==> config.mk <==
export PLATFORM = sky130hd
export DESIGN_NAME = msort_datapath
export DESIGN_NICKNAME = d
export VERILOG_FILES = /design/src/hw/rtl/msort_pkg.sv /design/src/hw/rtl/msort_datapath.sv
export SDC_FILE = /design/constraint.sdc
export NUM_CORES = 2
export LEC_CHECK = 0
export ABC_CLOCK_PERIOD_IN_PS = 8600
export BUFFER_PORTS_ARGS = -buffer_cell sky130_fd_sc_hd__buf_2
export CAP_MARGIN = 5
export CORE_MARGIN = 2
export CORE_UTILIZATION = 51
export DETAILED_ROUTE_END_ITERATION = 6
export HOLD_SLACK_MARGIN = 0.08
export PLACE_DENSITY_LB_ADDON = 0.15
export SLEW_MARGIN = 20
export SYNTH_ARGS = -nofsm -noshare
export SYNTH_HDL_FRONTEND = slang
export SYNTH_SLANG_ARGS = --single-unit
==> constraint.sdc <==
create_clock -name clk -period 8.6 [get_ports clk]
set_input_delay 0.43 -clock clk [delete_from_list [all_inputs] [get_ports clk]]
set_output_delay 0.43 -clock clk [all_outputs]
set_load 0.02 [all_outputs]
==> src/hw/rtl/msort_pkg.sv <==
`default_nettype none

package msort_pkg;

    // Capacity of one set and the widths that follow from it.
    localparam int MAX_ITEMS = 64;
    localparam int ADDR_W    = 6;   // indexes MAX_ITEMS entries
    localparam int CNT_W     = 7;   // holds 0 .. MAX_ITEMS
    localparam int DATA_W    = 32;

    typedef logic [ADDR_W-1:0] addr_t;
    typedef logic [CNT_W-1:0]  cnt_t;
    typedef logic [DATA_W-1:0] data_t;

    // Commands from the controller to the datapath.
    typedef struct packed {
        logic  wr_en;       // write one memory entry this cycle
        logic  wr_sel;      // 0: bank 0, 1: bank 1
        logic  wr_from_in;  // write data comes from the input stream
        logic  take_a;      // merge winner is the left run head
        addr_t wr_addr;
        logic  rd_en;       // capture read data of both banks
        addr_t rd_addr_a;
        addr_t rd_addr_b;
        logic  src_sel;     // bank that holds the current source runs
        logic  out_load;    // load the output register
        logic  out_last;
        logic  out_ovf;
    } msort_cmd_t;

    // Status from the datapath to the controller.
    typedef struct packed {
        logic a_le_b;       // left head <= right head, signed
        logic out_free;     // output register may be loaded
    } msort_stat_t;

endpackage

`default_nettype wire

==> src/hw/rtl/msort_datapath.sv <==
`default_nettype none

module msort_datapath
(
    input  wire                      clk,
    input  wire                      rst_n,
    input  msort_pkg::msort_cmd_t    cmd,
    output msort_pkg::msort_stat_t   stat,
    input  wire  [31:0]              in_value,
    output logic                     out_valid,
    input  wire                      out_ready,
    output logic [31:0]              out_value,
    output logic                     out_last,
    output logic                     out_ovf
);

    // Two banks used in ping-pong fashion: each merge pass reads one and
    // writes the other.
    msort_pkg::data_t bank0 [msort_pkg::MAX_ITEMS];
    msort_pkg::data_t bank1 [msort_pkg::MAX_ITEMS];

    msort_pkg::data_t rd0a_reg;
    msort_pkg::data_t rd0b_reg;
    msort_pkg::data_t rd1a_reg;
    msort_pkg::data_t rd1b_reg;
    msort_pkg::data_t rd_a;
    msort_pkg::data_t rd_b;
    msort_pkg::data_t wr_data;

    logic             out_valid_reg;
    msort_pkg::data_t out_value_reg;
    logic             out_last_reg;
    logic             out_ovf_reg;

    always_comb
    begin
        rd_a    = cmd.src_sel ? rd1a_reg : rd0a_reg;
        rd_b    = cmd.src_sel ? rd1b_reg : rd0b_reg;
        wr_data = cmd.wr_from_in ? in_value : (cmd.take_a ? rd_a : rd_b);
    end

    always_ff @(posedge clk)
    begin
        if (cmd.wr_en && !cmd.wr_sel)
        begin
            bank0[cmd.wr_addr] <= wr_data;
        end
        if (cmd.wr_en && cmd.wr_sel)
        begin
            bank1[cmd.wr_addr] <= wr_data;
        end
    end

    always_ff @(posedge clk)
    begin
        if (cmd.rd_en)
        begin
            rd0a_reg <= bank0[cmd.rd_addr_a];
            rd0b_reg <= bank0[cmd.rd_addr_b];
            rd1a_reg <= bank1[cmd.rd_addr_a];
            rd1b_reg <= bank1[cmd.rd_addr_b];
        end
    end

    assign stat.a_le_b   = $signed(rd_a) <= $signed(rd_b);
    assign stat.out_free = !out_valid_reg || out_ready;

    always_ff @(posedge clk or negedge rst_n)
    begin
        if (!rst_n)
        begin
            out_valid_reg <= 1'b0;
        end
        else if (cmd.out_load)
        begin
            out_valid_reg <= 1'b1;
        end
        else if (out_ready)
        begin
            out_valid_reg <= 1'b0;
        end
    end

    always_ff @(posedge clk)
    begin
        if (cmd.out_load)
        begin
            out_value_reg <= rd_a;
            out_last_reg  <= cmd.out_last;
            out_ovf_reg   <= cmd.out_ovf;
        end
    end

    assign out_valid = out_valid_reg;
    assign out_value = out_value_reg;
    assign out_last  = out_last_reg;
    assign out_ovf   = out_ovf_reg;

endmodule

`default_nettype wire

==> metrics <==
Final setup viols 0; setup TNS 0 ps; Clk pwr share 40.4%; maximum clock frequency 169 MHz; layout cell share with drive strength beyond 1 39.7%; full die area 386000 µm²; vias in the first global route 108000; Net Count, Synth 8845; Placed Instance Area 202000 µm²; area grow syn2layout 11.5%; CP peak stage delay 850 ps; H-tree Lvls 5; CP top delay family compound AO/OA/AOI/OAI gates; DRC Markers 0; clk_lat worst skew 1030 ps; sequential cell area 128000 µm²; min Tclk post-route 5900 ps; met1 Track Usage GR 44.9%; Final Max Slew Viols 0; gr busiest metal met2; Max IR drop VDD 0.165 mV; clock root buffer clkbuf_16; cell taking the most area after synthesis edfxtp_1; wire length per cell 45.4 µm; leakage power 66.6 nW; worst path arrival time 5470 ps; CP max stage cell mux2i_1; RSZ-0062 raised after global routing false; Net Sw Power 11.4 mW; Seq/Total Area, Yosys 65.9%; Worst Path Max Fanout 2; Core Footprint 379000 µm²; number of gates resized after cts 0; multi-input logic area 64400 µm²; combinational share of power 9.6%; Hold Fails Final Rpt 0; DIE HEIGHT 621 µm; First-pass DRT Iterations 6; largest registers bank0 x2048, bank1 x2048; Num CTS Buffers 442; most common cell in the synthesized netlist edfxtp_1; CTS clock-pin slew for the worst setup and hold paths 60 ps; via count 107000; status finished clean; synth warn 0; Fin Hold WS 128 ps; Req. time, crit path 8170 ps; met3 usage 10.3%; Sw Ratio 24.2%; Power Density 217 nW/µm²; gpl congestion 0.911; Die X 621 µm; drt first-iter violations 16800; startpoint types flop; Post-synth EDFFs 4258; global-route wire length before repair 891 mm; initial antenna violation count 44; Post-Route WL 652 mm; Primary FF master, synth edfxtp_1; GR Util All Layers 33.7%; port buffer count 98; row count 226; Netlist cell types 36; Initial Util 51.3%; Slew @ Worst Pin 1310 ps; Rel. slew slack 12.6%; Crit. End Element output pin; max_cap viols 0; Vias/cell 7.47; Top-Level Pins 99; largest net degree at the start of global routing 131; fillcell total 27200; Mapped Cells 8751; top post-synthesis cells by count edfxtp_1, mux4_2, buf_2, clkbuf_1, nor2_1; Pint 35.7 mW; Sequential Power Share 50.1%; clk buf depth 4; Buf/Inv on CP 1; Synth top area share 65.8%; clk sinks 4259; Placed Cells 13500; met2 usage 51.1%; Final Cycle Share 68.6%; dpl hpwl 385 mm; CTS tree yes; crit path cell chain mux2i_1 -> ha_1 -> nor2b_1 -> o211ai_1 -> a2111oi_0 -> o41ai_2 -> o211ai_1 -> mux2_2 -> buf_2; Worst Skew 45.0 ps; gr ovfl total 0; CP most frequent cell o211ai_1; Cell Area, Synth 194000 µm²; syn avg cell area 22.2 µm²; cell area after layout 217000 µm²; Total Nets Final 9052; top cells by area, synth edfxtp_1, mux4_2, mux2i_1; min-delay worst type input port to flop; Final ANT Viol Nets 0; final std cells w/o fill 14400; Async SR Flop Fraction 0.0235%; Yosys reg bits 4259; WS Path Type flop to output pin
[layer usage]
| metal | share of wire (%) | up-vias |
|---|---|---|
| met4 | 6.0 | 10 |
| met1 | 35 | 58600 |
| met5 | 0.025 | - |
| met2 | 46 | 7592 |
| met3 | 13 | 1480 |
| li1 | - | 39600 |
[final cells by class]
class / count / share of cell area [%]
diodes: 34 / 0.0393
clock buffers: 531 / 5.33
clock inverters: 282 / 1.18
inverters: 15 / 0.0260
multi-input cells: 3779 / 29.7
flip-flops and latches: 4259 / 59.0
well taps: 5016 / 2.90
repair buffers: 461 / 1.75
[layout by cell type, fill, tap and decap left out, drive strengths merged, types with 41 or more instances in the layout]
cell    Yosys  final
a21oi     114    114
edfxtp   4258   4258
o221ai    101    101
clkbuf    295    531
bufinv      0     41
buf       403    453
nor2b      58     58
clkinv      1    210
o21ai      67     67
nor2      286    286
mux2i     175    175
o22ai     256    256
mux4     2405   2405
nand2      86     86
[power groups by stage]
stage               combinational (mW)  clock [mW]  sequential (mW)
floorplan                         2.51           0             24.1
global placement                  4.34           0             24.0
detailed placement                4.41           0             24.0
CTS                               4.42        19.1             23.5
global route                      4.63        19.9             23.5
finish                            4.51        19.0             23.5
[path summary, 6_finish.rpt]
path	from	end	slack, ps	depth (start not counted)
setup / recovery	rd0b_reg[1]	stat[1]	2700	9
hold / removal	cmd[2]	out_value[10]	130	2
setup reg to reg	rd0b_reg[29]	bank0[24][29]	4830	6
hold reg to reg	out_valid	out_valid	520	2
max in group asynchronous	rst_n	out_valid	8220	3
min in group asynchronous	rst_n	out_valid	280	3
[through the flow]
step	worst slack (ps)	power, mW	util (%)
final	2700	47.0	57.2
after global routing	2730	48.0	57.2
after CTS	2920	47.1	57.1
after detailed placement	3480	28.4	53.4
after global placement	3240	28.3	53.4
after floorplan	895	26.6	-
[cell families after synthesis]
family | after synthesis | share of synthesized area [%]
AND/OR/NAND/NOR | 530 | 1.22
multiplexers | 2613 | 29.0
adder cells (fa/ha/maj) | 32 | 0.206
buffers and inverters | 713 | 1.72
AO/OA/AOI/OAI | 604 | 2.01
flip-flops | 4259 | 65.9
[timing repair]
| item | CTS | global route |
|---|---|---|
| buffers inserted | 0 | 0 |
| hold buffers | 8 | 0 |
| endpoints found under the hold margin | 72 | 0 |
(Power assumes the default switching activity.)
