==> src/hw/rtl/msort_pkg.sv <==
`default_nettype none

package msort_pkg;

    // Capacity of one set and the widths that follow from it.
    localparam int MAX_ITEMS = 64;
    localparam int ADDR_W    = 6;   // indexes MAX_ITEMS entries
    localparam int CNT_W     = 7;   // holds 0 .. MAX_ITEMS
    localparam int DATA_W    = 32;

    typedef logic [ADDR_W-1:0] addr_t;
    typedef logic [CNT_W-1:0]  cnt_t;
    typedef logic [DATA_W-1:0] data_t;

    // Commands from the controller to the datapath.
    typedef struct packed {
        logic  wr_en;       // write one memory entry this cycle
        logic  wr_sel;      // 0: bank 0, 1: bank 1
        logic  wr_from_in;  // write data comes from the input stream
        logic  take_a;      // merge winner is the left run head
        addr_t wr_addr;
        logic  rd_en;       // capture read data of both banks
        addr_t rd_addr_a;
        addr_t rd_addr_b;
        logic  src_sel;     // bank that holds the current source runs
        logic  out_load;    // load the output register
        logic  out_last;
        logic  out_ovf;
    } msort_cmd_t;

    // Status from the datapath to the controller.
    typedef struct packed {
        logic a_le_b;       // left head <= right head, signed
        logic out_free;     // output register may be loaded
    } msort_stat_t;

endpackage

`default_nettype wire

==> src/hw/rtl/msort_ctrl.sv <==
`default_nettype none

module msort_ctrl
(
    input  wire                      clk,
    input  wire                      rst_n,
    input  wire                      in_valid,
    output logic                     in_ready,
    input  wire                      in_last,
    output msort_pkg::msort_cmd_t    cmd,
    input  msort_pkg::msort_stat_t   stat
);

    typedef enum logic [6:0] {
        S_LOAD    = 7'b0000001,
        S_PASS    = 7'b0000010,
        S_RUN     = 7'b0000100,
        S_RD      = 7'b0001000,
        S_WR      = 7'b0010000,
        S_EMIT_RD = 7'b0100000,
        S_EMIT_WR = 7'b1000000
    } state_t;

    state_t            state_reg, state_next;
    msort_pkg::cnt_t   count_reg, count_next;
    logic              ovf_reg, ovf_next;
    logic              src_reg, src_next;
    msort_pkg::cnt_t   width_reg, width_next;
    msort_pkg::cnt_t   lo_reg, lo_next;
    msort_pkg::cnt_t   mid_reg, mid_next;
    msort_pkg::cnt_t   hi_reg, hi_next;
    msort_pkg::cnt_t   a_reg, a_next;
    msort_pkg::cnt_t   b_reg, b_next;
    msort_pkg::cnt_t   k_reg, k_next;

    logic [msort_pkg::CNT_W:0] mid_sum;
    logic [msort_pkg::CNT_W:0] hi_sum;
    logic                      accept;
    logic                      a_avail;
    logic                      b_avail;
    logic                      take_a;
    msort_pkg::cnt_t           k_inc;

    always_comb
    begin
        accept  = in_valid && in_ready;
        mid_sum = {1'b0, lo_reg} + {1'b0, width_reg};
        hi_sum  = mid_sum + {1'b0, width_reg};
        a_avail = a_reg < mid_reg;
        b_avail = b_reg < hi_reg;
        take_a  = a_avail && (!b_avail || stat.a_le_b);
        k_inc   = k_reg + msort_pkg::cnt_t'(1);
    end

    always_comb
    begin
        state_next = state_reg;
        count_next = count_reg;
        ovf_next   = ovf_reg;
        src_next   = src_reg;
        width_next = width_reg;
        lo_next    = lo_reg;
        mid_next   = mid_reg;
        hi_next    = hi_reg;
        a_next     = a_reg;
        b_next     = b_reg;
        k_next     = k_reg;
        in_ready   = 1'b0;

        cmd            = '0;
        cmd.src_sel    = src_reg;
        cmd.take_a     = take_a;
        cmd.wr_addr    = k_reg[msort_pkg::ADDR_W-1:0];
        cmd.wr_sel     = !src_reg;
        cmd.rd_addr_a  = a_reg[msort_pkg::ADDR_W-1:0];
        cmd.rd_addr_b  = b_reg[msort_pkg::ADDR_W-1:0];

        case (state_reg)
            S_LOAD:
            begin
                in_ready       = 1'b1;
                cmd.wr_from_in = 1'b1;
                cmd.wr_sel     = 1'b0;
                cmd.wr_addr    = count_reg[msort_pkg::ADDR_W-1:0];
                if (accept)
                begin
                    if (count_reg < msort_pkg::cnt_t'(msort_pkg::MAX_ITEMS))
                    begin
                        cmd.wr_en  = 1'b1;
                        count_next = count_reg + msort_pkg::cnt_t'(1);
                    end
                    else
                    begin
                        ovf_next = 1'b1;
                    end
                    if (in_last)
                    begin
                        width_next = msort_pkg::cnt_t'(1);
                        src_next   = 1'b0;
                        state_next = S_PASS;
                    end
                end
            end

            S_PASS:
            begin
                if (width_reg < count_reg)
                begin
                    lo_next    = '0;
                    state_next = S_RUN;
                end
                else
                begin
                    k_next     = '0;
                    state_next = S_EMIT_RD;
                end
            end

            S_RUN:
            begin
                if (lo_reg < count_reg)
                begin
                    mid_next = (mid_sum > {1'b0, count_reg}) ? count_reg
                                                             : mid_sum[msort_pkg::CNT_W-1:0];
                    hi_next  = (hi_sum > {1'b0, count_reg}) ? count_reg
                                                            : hi_sum[msort_pkg::CNT_W-1:0];
                    a_next   = lo_reg;
                    b_next   = (mid_sum > {1'b0, count_reg}) ? count_reg
                                                             : mid_sum[msort_pkg::CNT_W-1:0];
                    k_next   = lo_reg;
                    state_next = S_RD;
                end
                else
                begin
                    src_next   = !src_reg;
                    width_next = {width_reg[msort_pkg::CNT_W-2:0], 1'b0};
                    state_next = S_PASS;
                end
            end

            S_RD:
            begin
                cmd.rd_en  = 1'b1;
                state_next = S_WR;
            end

            S_WR:
            begin
                cmd.wr_en = 1'b1;
                if (take_a)
                begin
                    a_next = a_reg + msort_pkg::cnt_t'(1);
                end
                else
                begin
                    b_next = b_reg + msort_pkg::cnt_t'(1);
                end
                k_next = k_inc;
                if (k_inc == hi_reg)
                begin
                    lo_next    = hi_reg;
                    state_next = S_RUN;
                end
                else
                begin
                    state_next = S_RD;
                end
            end

            S_EMIT_RD:
            begin
                cmd.rd_en     = 1'b1;
                cmd.rd_addr_a = k_reg[msort_pkg::ADDR_W-1:0];
                state_next    = S_EMIT_WR;
            end

            S_EMIT_WR:
            begin
                cmd.out_last = k_inc == count_reg;
                cmd.out_ovf  = ovf_reg;
                if (stat.out_free)
                begin
                    cmd.out_load = 1'b1;
                    k_next       = k_inc;
                    if (k_inc == count_reg)
                    begin
                        count_next = '0;
                        ovf_next   = 1'b0;
                        state_next = S_LOAD;
                    end
                    else
                    begin
                        state_next = S_EMIT_RD;
                    end
                end
            end

            default:
            begin
                state_next = S_LOAD;
            end
        endcase
    end

    always_ff @(posedge clk or negedge rst_n)
    begin
        if (!rst_n)
        begin
            state_reg <= S_LOAD;
            count_reg <= '0;
            ovf_reg   <= 1'b0;
            src_reg   <= 1'b0;
            width_reg <= '0;
            lo_reg    <= '0;
            mid_reg   <= '0;
            hi_reg    <= '0;
            a_reg     <= '0;
            b_reg     <= '0;
            k_reg     <= '0;
        end
        else
        begin
            state_reg <= state_next;
            count_reg <= count_next;
            ovf_reg   <= ovf_next;
            src_reg   <= src_next;
            width_reg <= width_next;
            lo_reg    <= lo_next;
            mid_reg   <= mid_next;
            hi_reg    <= hi_next;
            a_reg     <= a_next;
            b_reg     <= b_next;
            k_reg     <= k_next;
        end
    end

endmodule

`default_nettype wire
==> config.mk <==
export PLATFORM = sky130hd
export DESIGN_NAME = msort_ctrl
export DESIGN_NICKNAME = d
export VERILOG_FILES = /design/src/hw/rtl/msort_pkg.sv /design/src/hw/rtl/msort_ctrl.sv
export SDC_FILE = /design/constraint.sdc
export NUM_CORES = 1
export LEC_CHECK = 0
export BUFFER_PORTS_ARGS = -buffer_cell sky130_fd_sc_hd__buf_2
export CAP_MARGIN = 40
export CORE_ASPECT_RATIO = 0.75
export CORE_MARGIN = 5
export CORE_UTILIZATION = 51
export CTS_CLUSTER_DIAMETER = 120
export CTS_CLUSTER_SIZE = 14
export DETAILED_ROUTE_END_ITERATION = 12
export GPL_ROUTABILITY_DRIVEN = 0
export PLACE_DENSITY = 0.72
export SETUP_SLACK_MARGIN = 0.3
export SYNTH_ARGS = -nofsm -noshare
export SYNTH_HDL_FRONTEND = slang
export SYNTH_SLANG_ARGS = --single-unit
==> constraint.sdc <==
create_clock -name clk -period 4.8 [get_ports clk]
set_clock_uncertainty 0.15 [all_clocks]
set_input_delay 0.24 -clock clk [delete_from_list [all_inputs] [get_ports clk]]
set_output_delay 0.24 -clock clk [all_outputs]
set_load 0.005 [all_outputs]
==> results of run 1 <==
power by group:
part / internal [mW] / total, mW / switching [mW]
registers: 0.671 / 0.874 / 0.203
logic: 0.387 / 0.838 / 0.451
clock network: 0.360 / 0.617 / 0.257
total: 1.42 / 2.33 / 0.911
cell type report:
cell class | count | area (µm²) | share of cell area, %
clock buffers | 12 | 246 | 4.28
clock inverters | 4 | 20.0 | 0.348
inverters | 33 | 124 | 2.15
multi-input cells | 486 | 3300 | 57.4
flip-flops and latches | 65 | 1630 | 28.3
well taps | 132 | 165 | 2.87
repair buffers | 45 | 273 | 4.74
stage by stage:
| step | area [µm²] | util [%] | setup WS [ps] | power (mW) |
|---|---|---|---|---|
| final | 5760 | 58.9 | 650 | 2.33 |
| after global routing | 5760 | 58.9 | 370 | 2.48 |
| after CTS | 5730 | 58.6 | 568 | 2.32 |
| after detailed placement | 5440 | 55.6 | 279 | 1.70 |
| after global placement | 5410 | 55.4 | 485 | 1.66 |
| after floorplan | 5180 | - | 783 | 1.43 |
worst reg2reg max path, cell delays in order, from the launching register on:
cell and delay (ps):
dfrtp_1 440, ha_1 260, fa_1 420, a21oi_2 160, o21ai_0 130, nor2b_1 230
ha_1 300, o21a_1 120, o31a_1 110, o21a_1 170, nor2_1 110, xnor2_1 90
ha_1 320, nand3_1 140, a21oi_2 150, a211oi_2 80, o22ai_4 310, mux2i_1 250
a21oi_1 80
synth_stat cells (all sizes together) (2+ instances only):
master   instances  area share (%)
ha              56              14
a21o            10             1.4
o21ai           58             5.6
o211ai           5            0.72
and2             6            0.72
xor2             8             1.4
a31oi            3            0.36
a22o             3            0.51
nor2b            9             1.1
mux2i           14             2.7
a221oi           3            0.51
nor3            15             1.8
o221ai           2            0.34
or3              3            0.46
clkbuf          18             1.3
mux2             8             1.7
nor2            45             3.3
nand3           32             3.1
dfrtp           64              31
nand4            6            0.72
o22ai            5            0.60
a21oi           48             4.6
a211oi           7             1.0
fa               2            0.77
or4              2            0.36
xnor2           23             3.9
nand2           67             4.9
and3             6            0.72
a32o             3            0.58
o21a             5            0.72
inv             33             2.4
nand2b           8            0.97
o31ai            4            0.58
a2111oi          3            0.63
nor3b            3            0.43
nor4             2            0.24
buf             13             1.7
logic make-up after synthesis:
group	count (synthesis)	synth area share, %
AND/OR/NAND/NOR	207	19.4
AO/OA/AOI/OAI	168	19.9
buffers and inverters	64	5.38
XOR/XNOR	31	5.24
multiplexers	22	4.44
adder cells (fa/ha/maj)	58	14.3
flip-flops	65	31.4
layout by cell type, fill, tap and decap left out, types with 3 or more instances in the layout:
master and count:
o21a_1 5, and3_1 6, ha_1 56, nand2_1 67
o22ai_1 4, clkinv_2 4, buf_4 9, nor3_1 13
nand2b_1 8, xnor2_1 23, mux2i_1 14, nand4_1 6
a221oi_1 3, dfrtp_1 64, inv_1 33, clkbuf_16 9
nand3_1 32, a21o_1 10, o21ai_0 57, nor2b_1 9
o211ai_1 5, a32o_1 3, mux2_2 8, nor3b_1 3
a21oi_1 46, a31oi_1 3, buf_2 33, nor2_1 44
xor2_1 8, a22o_1 3, and2_1 5, o31ai_1 4
a211oi_1 6
repair_timing:
action	4_1_cts	5_1_grt
endpoints found under the setup margin	6	7
hold endpoints to repair	27	0
resized for setup	1	4
pin swaps	0	2
hold buffers	2	0
buffers inserted	0	1
how the worst min path moves through the flow:
stage	from	endpoint	slack, ps	depth (start not counted)
finish	in_valid	ovf_reg	70	3
global route	in_valid	ovf_reg	70	3
CTS	in_valid	ovf_reg	60	3
detailed placement	rst_n	width_reg[5]	120	2
global placement	mid_reg[6]	mid_reg[6]	320	2
floorplan	rst_n	a_reg[0]	-210	0
per-layer routing:
layer	up-vias	global-route usage, %	wire (µm)
met2	275	37.9	6590
met1	2327	36.3	6750
met5	-	0	0
met4	0	8.33	432
met3	50	6.15	1530
li1	2252	-	-
==> reports/qor.csv, run 1 <==
metric;value;unit
maxCapViolCount;0;
fin_crit;4150;ps
io_pins;34;
critPathKind;flip-flop to flip-flop;
synth-main-ff-cell;dfrtp_1;
die_height;97.3;µm
path_cells;ha_1 -> fa_1 -> a21oi_2 -> o21ai_0 -> nor2b_1 -> ha_1 -> o21a_1 -> o31a_1 -> o21a_1 -> nor2_1 -> xnor2_1 -> ha_1 -> nand3_1 -> a21oi_2 -> a211oi_2 -> o22ai_4 -> mux2i_1 -> a21oi_1;
fmax;241;MHz
crit_end;hi_reg[1];
rsz0062_at_grt;no;
critPathMaxFanout;8;
htree_num_levels;3;
setup_tns;0;ps
clock_latency;340;ps
critPathCaptureType;flip-flop;
critPathTopFamily;compound AO/OA/AOI/OAI gates;
core_area;9770;µm²
grt_antenna_before_repair;0;
hpwl;11400;µm
grt_pass1_wl;25000;µm
netlist_instances;615;
slew_headroom;49.9;%
peakVddDrop;0.210;mV
viasPerCell;6.31;
start_kind;flip-flop;
die_x;126;µm
grt_max_degree;40;
cts_sinks;65;
ys_warn_count;0;
crit_cells;18;
drc;0;
cts-root-buf;clkbuf_16;
clk_pin_slew;50;ps
hp-class;input pin to flip-flop;
cp_slowest_stage_delay;440;ps
fin_nets;704;
avgSynthCellArea;8.43;µm²
synth_edf_count;0;
crit_top_cell;ha_1;
dieArea;12300;µm²
crit_path_start;width_reg[0];
rr_startpoint;width_reg[0];
cts_buffer_depth;2;
r2r_cells;18;
overflow;0;
synth-seq-area-share;31.4;%
ys_seq_elements;65;
slowest_stage;dfrtp_1;
layout-drive-gt1-share;12.1;%
ant_nets;0;
dr.first_iter.drc_count;612;
post_drt_wl_per_cell;19.7;µm
critPathArrivalTime;4220;ps
via_count;4904;
worst_pin_slew;744;ps
required;4870;ps
grt_pass1_vias;4716;
syn_area;5180;µm²
fin_crit_sh;86.5;%
syn_to_final_growth;11.1;%
layoutNonFillerInstCount;777;
worstReg2RegEnd;hi_reg[1];
portBuffers;33;
cts_buffers;9;
whs;71.7;ps
hold_viol_final;0;
synth_cell_types;59;
routed_wl;15300;µm
powerDensity;404;nW/µm²
gr-usage-all-layers;25.5;%
r2r_slack;650;ps
cts_tree;built;
outcome;complete, no violations;
path_buf_inv;0;
start_util;53.0;%
antenna_cells;0;
synth_nets;679;
p_leak;2.60;nW
setup_violations;0;
n_fill_cell;870;
placed_cells;758;
report.final.slew_viol_count;0;
firstDrtPassIters;5;
num_rows;31;
synthArstFlopShare;100;%
Power figures use the tool's default switching activity.
==> inputs of run 2 (changes only) <==
- CORE_MARGIN: 5 -> default
==> reports/qor.csv, run 2 (same netlist as run 1, synthesis figures left out) <==
metric;value;unit;change
hp-class;input pin to flip-flop;;
core_area;9770;µm²;unchanged
setup_violations;0;;unchanged
maxCapViolCount;0;;unchanged
firstDrtPassIters;5;;unchanged
cts_sinks;65;;unchanged
fin_crit;4190;ps;+37.5 ps
hpwl;11200;µm;-1.7%
n_fill_cell;900;;+3.4%
cts_buffers;9;;unchanged
viasPerCell;6.17;;-2.3%
r2r_slack;610;ps;-40 ps
dr.first_iter.drc_count;570;;-6.9%
ff_latch_area;1630;µm²;unchanged
start_util;53.0;%;unchanged
antenna_cells;0;;unchanged
fin_nets;702;;-0.28%
ant_nets;0;;unchanged
post_cts_buffers;0;;unchanged
dieArea;10600;µm²;-14%
final_cell_mix;nand2_1, dfrtp_1, o21ai_0;;
grt_pass1_vias;4556;;-3.4%
required;4900;ps;+30 ps
cts_buffer_depth;2;;unchanged
whs;78.1;ps;+6.42 ps
gr-usage-all-layers;30.1;%;+4.6 points
slew_headroom;43.3;%;-6.6 points
setup_tns;0;ps;unchanged
overflow;0;;unchanged
rsz0062_at_grt;no;;
critPathMaxFanout;8;;unchanged
start_kind;flip-flop;;
critPathCaptureType;flip-flop;;
clk_pin_slew;60;ps;about the same
hold_viol_final;0;;unchanged
cts-root-buf;clkbuf_16;;
die_x;118;µm;-6.3%
io_pins;34;;unchanged
htree_num_levels;3;;unchanged
post_drt_wl_per_cell;19.4;µm;-1.6%
peakVddDrop;0.199;mV;-5.2%
p_total;2.36;mW;+1.5%
syn_to_final_growth;10.9;%;
num_rows;31;;unchanged
grt_antenna_before_repair;0;;unchanged
multi_input_area;3300;µm²;-0.15%
final_core_util;58.8;%;-0.090 points
routed_wl;15000;µm;-1.8%
die_height;89.3;µm;-8.2%
layout-drive-gt1-share;11.5;%;-0.58 points
grt_max_degree;66;;+65%
critPathArrivalTime;4290;ps;+70 ps
fin_crit_sh;87.2;%;+0.78 points
outcome;complete, no violations;;
clock_latency;340;ps;about the same
fmax;239;MHz;-0.90%
portBuffers;33;;unchanged
grt_pass1_wl;24100;µm;-3.6%
p_leak;2.59;nW;-0.31%
critPathKind;flip-flop to flip-flop;;
layout_commonest_cell;nand2_1;;
via_count;4781;;-2.5%
powerDensity;411;nW/µm²;+1.7%
drc;0;;unchanged
report.final.slew_viol_count;0;;unchanged
cts_tree;built;;
worst_pin_slew;850;ps;+106 ps
==> run 2: worst paths after layout <==
check,start,endpoint,cells after the start
max,width_reg[0],hi_reg[0],18
min,in_valid,ovf_reg,3
max reg2reg,width_reg[0],hi_reg[0],18
min reg2reg,mid_reg[0],mid_reg[0],2
max in group asynchronous,rst_n,src_reg,3
min in group asynchronous,rst_n,k_reg[5],3
==> run 2: cell type report <==
class | count | area share, %
clock inverters | 3 | 0.696
repair buffers | 43 | 4.26
inverters | 33 | 2.15
flip-flops and latches | 65 | 28.3
multi-input cells | 486 | 57.4
clock buffers | 13 | 4.35
well taps | 132 | 2.87
==> run 2: timing repair <==
action / 4_1_cts / 5_1_grt
endpoints found under the hold margin: 65 / 0
resized for setup: 1 / 3
pin swaps: 0 / 0
hold buffers: 2 / 0
setup endpoints to repair: 5 / 7
==> run 2: per-layer routing <==
metal | part of all wire [%] | vias to the layer above | wire (µm) | GRT usage (%)
met1 | 46 | 2271 | 6870 | 41.8
li1 | - | 2251 | - | -
met2 | 42 | 218 | 6320 | 45.7
met5 | 0 | - | 0 | 0
met4 | 2.8 | 0 | 421 | 11.2
met3 | 9.4 | 41 | 1410 | 7.40
==> run 2: per-stage QoR <==
step / area [µm²] / setup WS, ps / cells
6_report: 5750 / 612 / 775
5_1_grt: 5750 / 356 / 775
4_1_cts: 5740 / 559 / 775
3_5_place_dp: 5420 / 310 / 757
3_3_place_gp: 5410 / 487 / 756
2_1_floorplan: 5180 / 783 / 615
==> run 2: worst max-delay path, cell delays in order, from the launching register on <==
cell	delay, ps
dfrtp_1	440
ha_1	260
fa_1	410
a21oi_1	190
o21ai_0	160
nor2b_2	190
ha_1	290
o21a_1	120
o31a_1	120
o21a_1	170
nor2_1	110
xnor2_1	170
ha_1	310
nand3_1	130
a21oi_1	60
a211oi_2	270
o22ai_4	170
o21a_1	220
a21oi_1	160
==> run 2: where the power goes <==
part           internal, mW  switching (mW)  total [mW]
clock network         0.415           0.246       0.662
registers             0.671           0.204       0.876
logic                 0.387           0.440       0.827
==> inputs of run 3 (changes only) <==
- ABC_AREA: default -> 1
- clock period: 4.8 -> 5.3 ns (I/O delays scaled with it)
==> reports/qor.csv, run 3 <==
metric;value;unit;change
outcome;complete, no violations;;
peakVddDrop;0.181;mV;-8.9%
setup_tns;0;ps;unchanged
ys_top_cells_by_count;nand2_1, inv_1, nand3_1;;
cts_buffer_depth;2;;unchanged
htree_num_levels;3;;unchanged
syn_area;5580;µm²;+7.7%
rsz0062_at_grt;no;;
antenna_cells;0;;unchanged
clock_latency;340;ps;about the same
crit_path_start;width_reg[0];;
cts_sinks;65;;unchanged
grt_antenna_before_repair;0;;unchanged
synth_nets;851;;+25%
drc;0;;unchanged
hp-class;input pin to flip-flop;;
layout_commonest_cell;nand2_1;;
avgSynthCellArea;7.09;µm²;-16%
report.final.slew_viol_count;0;;unchanged
final_cell_mix;nand2_1, inv_1, nand3_1;;
grt_max_degree;66;;unchanged
p_leak;3.32;nW;+28%
min-delay-start;in_valid;;
n_fill_cell;965;;+7.2%
start_util;53.4;%;+0.38 points
cts_tree;built;;
cp_slowest_stage_delay;430;ps;about the same
synth_area_leaders;dfrtp_1, nand2_1, ha_1, nand3_1, inv_1;;
dieArea;11400;µm²;+7.5%
synth_edf_count;0;;unchanged
via_count;5354;;+12%
path_cells;ha_1 -> fa_1 -> xor2_1 -> ha_1 -> nand3_1 -> nand3_1 -> nand2_1 -> nand2_1 -> xnor2_1 -> inv_1 -> ha_1 -> and3_1 -> nand2_1 -> nand2_1 -> nand2_1 -> nand3_1 -> nand2_1 -> nand3_1 -> nand2_1;;
ys_seq_elements;65;;unchanged
powerDensity;409;nW/µm²;-0.62%
gr-usage-all-layers;29.7;%;-0.40 points
r2r_cells;19;;+1
hpwl;12000;µm;+6.4%
r2r_slack;1230;ps;+610 ps
fmax;246;MHz;+2.8%
synth-main-ff-cell;dfrtp_1;;
yosys.area.top_type;dfrtp_1;;
layout-drive-gt1-share;12.9;%;+1.4 points
worstReg2RegEnd;hi_reg[5];;
ant_nets;0;;unchanged
syn_to_final_growth;9.24;%;
netlist_instances;787;;+28%
grt_pass1_vias;4980;;+9.3%
finish.instance_area;6100;µm²;+6.0%
post_drt_wl_per_cell;16.4;µm;-15%
die_x;123;µm;+3.7%
fin_crit;4070;ps;-115 ps
crit_top_cell;nand2_1;;
dr.first_iter.drc_count;483;;-15%
fin_crit_sh;76.9;%;-10 points
synth_cell_types;41;;-31%
cts_buffers;9;;unchanged
viasPerCell;5.63;;-8.7%
slew_headroom;42.9;%;-0.48 points
whs;64.0;ps;-14.1 ps
ys_warn_count;0;;unchanged
hold_end;count_reg[6];;
cts-root-buf;clkbuf_16;;
critPathKind;flip-flop to flip-flop;;
overflow;0;;unchanged
io_pins;34;;unchanged
critPathMaxFanout;8;;unchanged
critPathCaptureType;flip-flop;;
clk_pin_slew;60;ps;about the same
placed_cell_area;5790;µm²;+6.8%
hold_viol_final;0;;unchanged
critPathArrivalTime;4200;ps;-90 ps
fin_nets;874;;+25%
routed_wl;15600;µm;+4.1%
grt_pass1_wl;25500;µm;+5.7%
post_cts_buffers;0;;unchanged
hold_path_depth;3;;unchanged
core_area;10500;µm²;+6.9%
num_rows;32;;+3.2%
slowest_stage;dfrtp_1;;
yosysMostFrequentCell;nand2_1;;
maxCapViolCount;0;;unchanged
rr_startpoint;width_reg[0];;
firstDrtPassIters;5;;unchanged
worst_pin_slew;857;ps;+7.22 ps
required;5430;ps;+530 ps
portBuffers;33;;unchanged
die_height;92.6;µm;+3.7%
p_total;2.49;mW;+5.4%
yosysTopAreaCellShare;28.7;%;-2.2 points
synth-seq-area-share;29.2;%;-2.2 points
setup_violations;0;;unchanged
synthArstFlopShare;100;%;unchanged
start_kind;flip-flop;;
[run 3: cell types whose count changed after synthesis, sizes merged, moves of 11 or more]
cell,previous run,this run
nand3,32,82
nand2,67,263
nor3,15,4
a21oi,48,29
nand4,6,20
xnor2,23,6
clkbuf,18,4
inv,33,100
[run 3: how the worst max path moves through the flow]
stage,cells after the start,slack (ps),endpoint
6_report,19,1230,hi_reg[5]
3_5_place_dp,19,1300,hi_reg[5]
5_1_grt,19,1010,hi_reg[2]
4_1_cts,19,1270,hi_reg[1]
3_3_place_gp,19,1450,hi_reg[6]
2_1_floorplan,23,1770,hi_reg[4]
[run 3: layout make-up]
class                           instances  area, µm²  share of cell area (%)
Timing Repair Buffer                   35        183                    3.00
Clock buffer                           12        246                    4.04
Sequential cell                        65       1630                    26.7
Multi-Input combinational cell        599       3440                    56.5
Tap cell                              136        170                    2.79
Clock inverter                          4       52.6                   0.862
Inverter                              100        375                    6.16
[run 3: what timing repair did]
| action | CTS | global route |
|---|---|---|
| endpoints found under the hold margin | 3 | 0 |
| resized for setup | 0 | 0 |
| hold buffers | 1 | 0 |
[run 3: layer usage]
metal  up-vias  global-route usage, %  wire (µm)
met2       224                   43.0       6550
met3        30                   7.64       1320
li1       2614                      -          -
met4         0                   10.1        355
met5         -                      0          0
met1      2486                   42.5       7420
[run 3: worst max-delay path: cells and delay by family (launching register included)]
family        cells  cell delay [ps]
xor+xnor          2              540
buf+inv           1               80
fa+ha+maj         4             1350
simple gates     12             1460
flops             1              430
[run 3: stage by stage]
stage                     utilization, %  cells  setup WS [ps]
final                               58.3    951           1230
after global routing                58.3    951           1010
after CTS                           58.3    951           1270
after detailed placement            55.4    934           1300
after global placement              55.4    934           1450
after floorplan                        -    787           1770
[run 3: kinds of logic after synthesis]
kind of cell	Yosys count	synth area share, %
xor+xnor	19	2.98
compound gates	99	10.0
buf+inv	123	9.17
mux	5	0.919
fa+ha+maj	58	13.3
simple gates	418	34.5
flops	65	29.2
[run 3: power by group]
part	switching (mW)	internal [mW]	total (mW)	leakage, nW
clock network	0.232	0.378	0.610	0.147
registers	0.116	0.582	0.699	0.886
logic	0.798	0.386	1.18	2.28
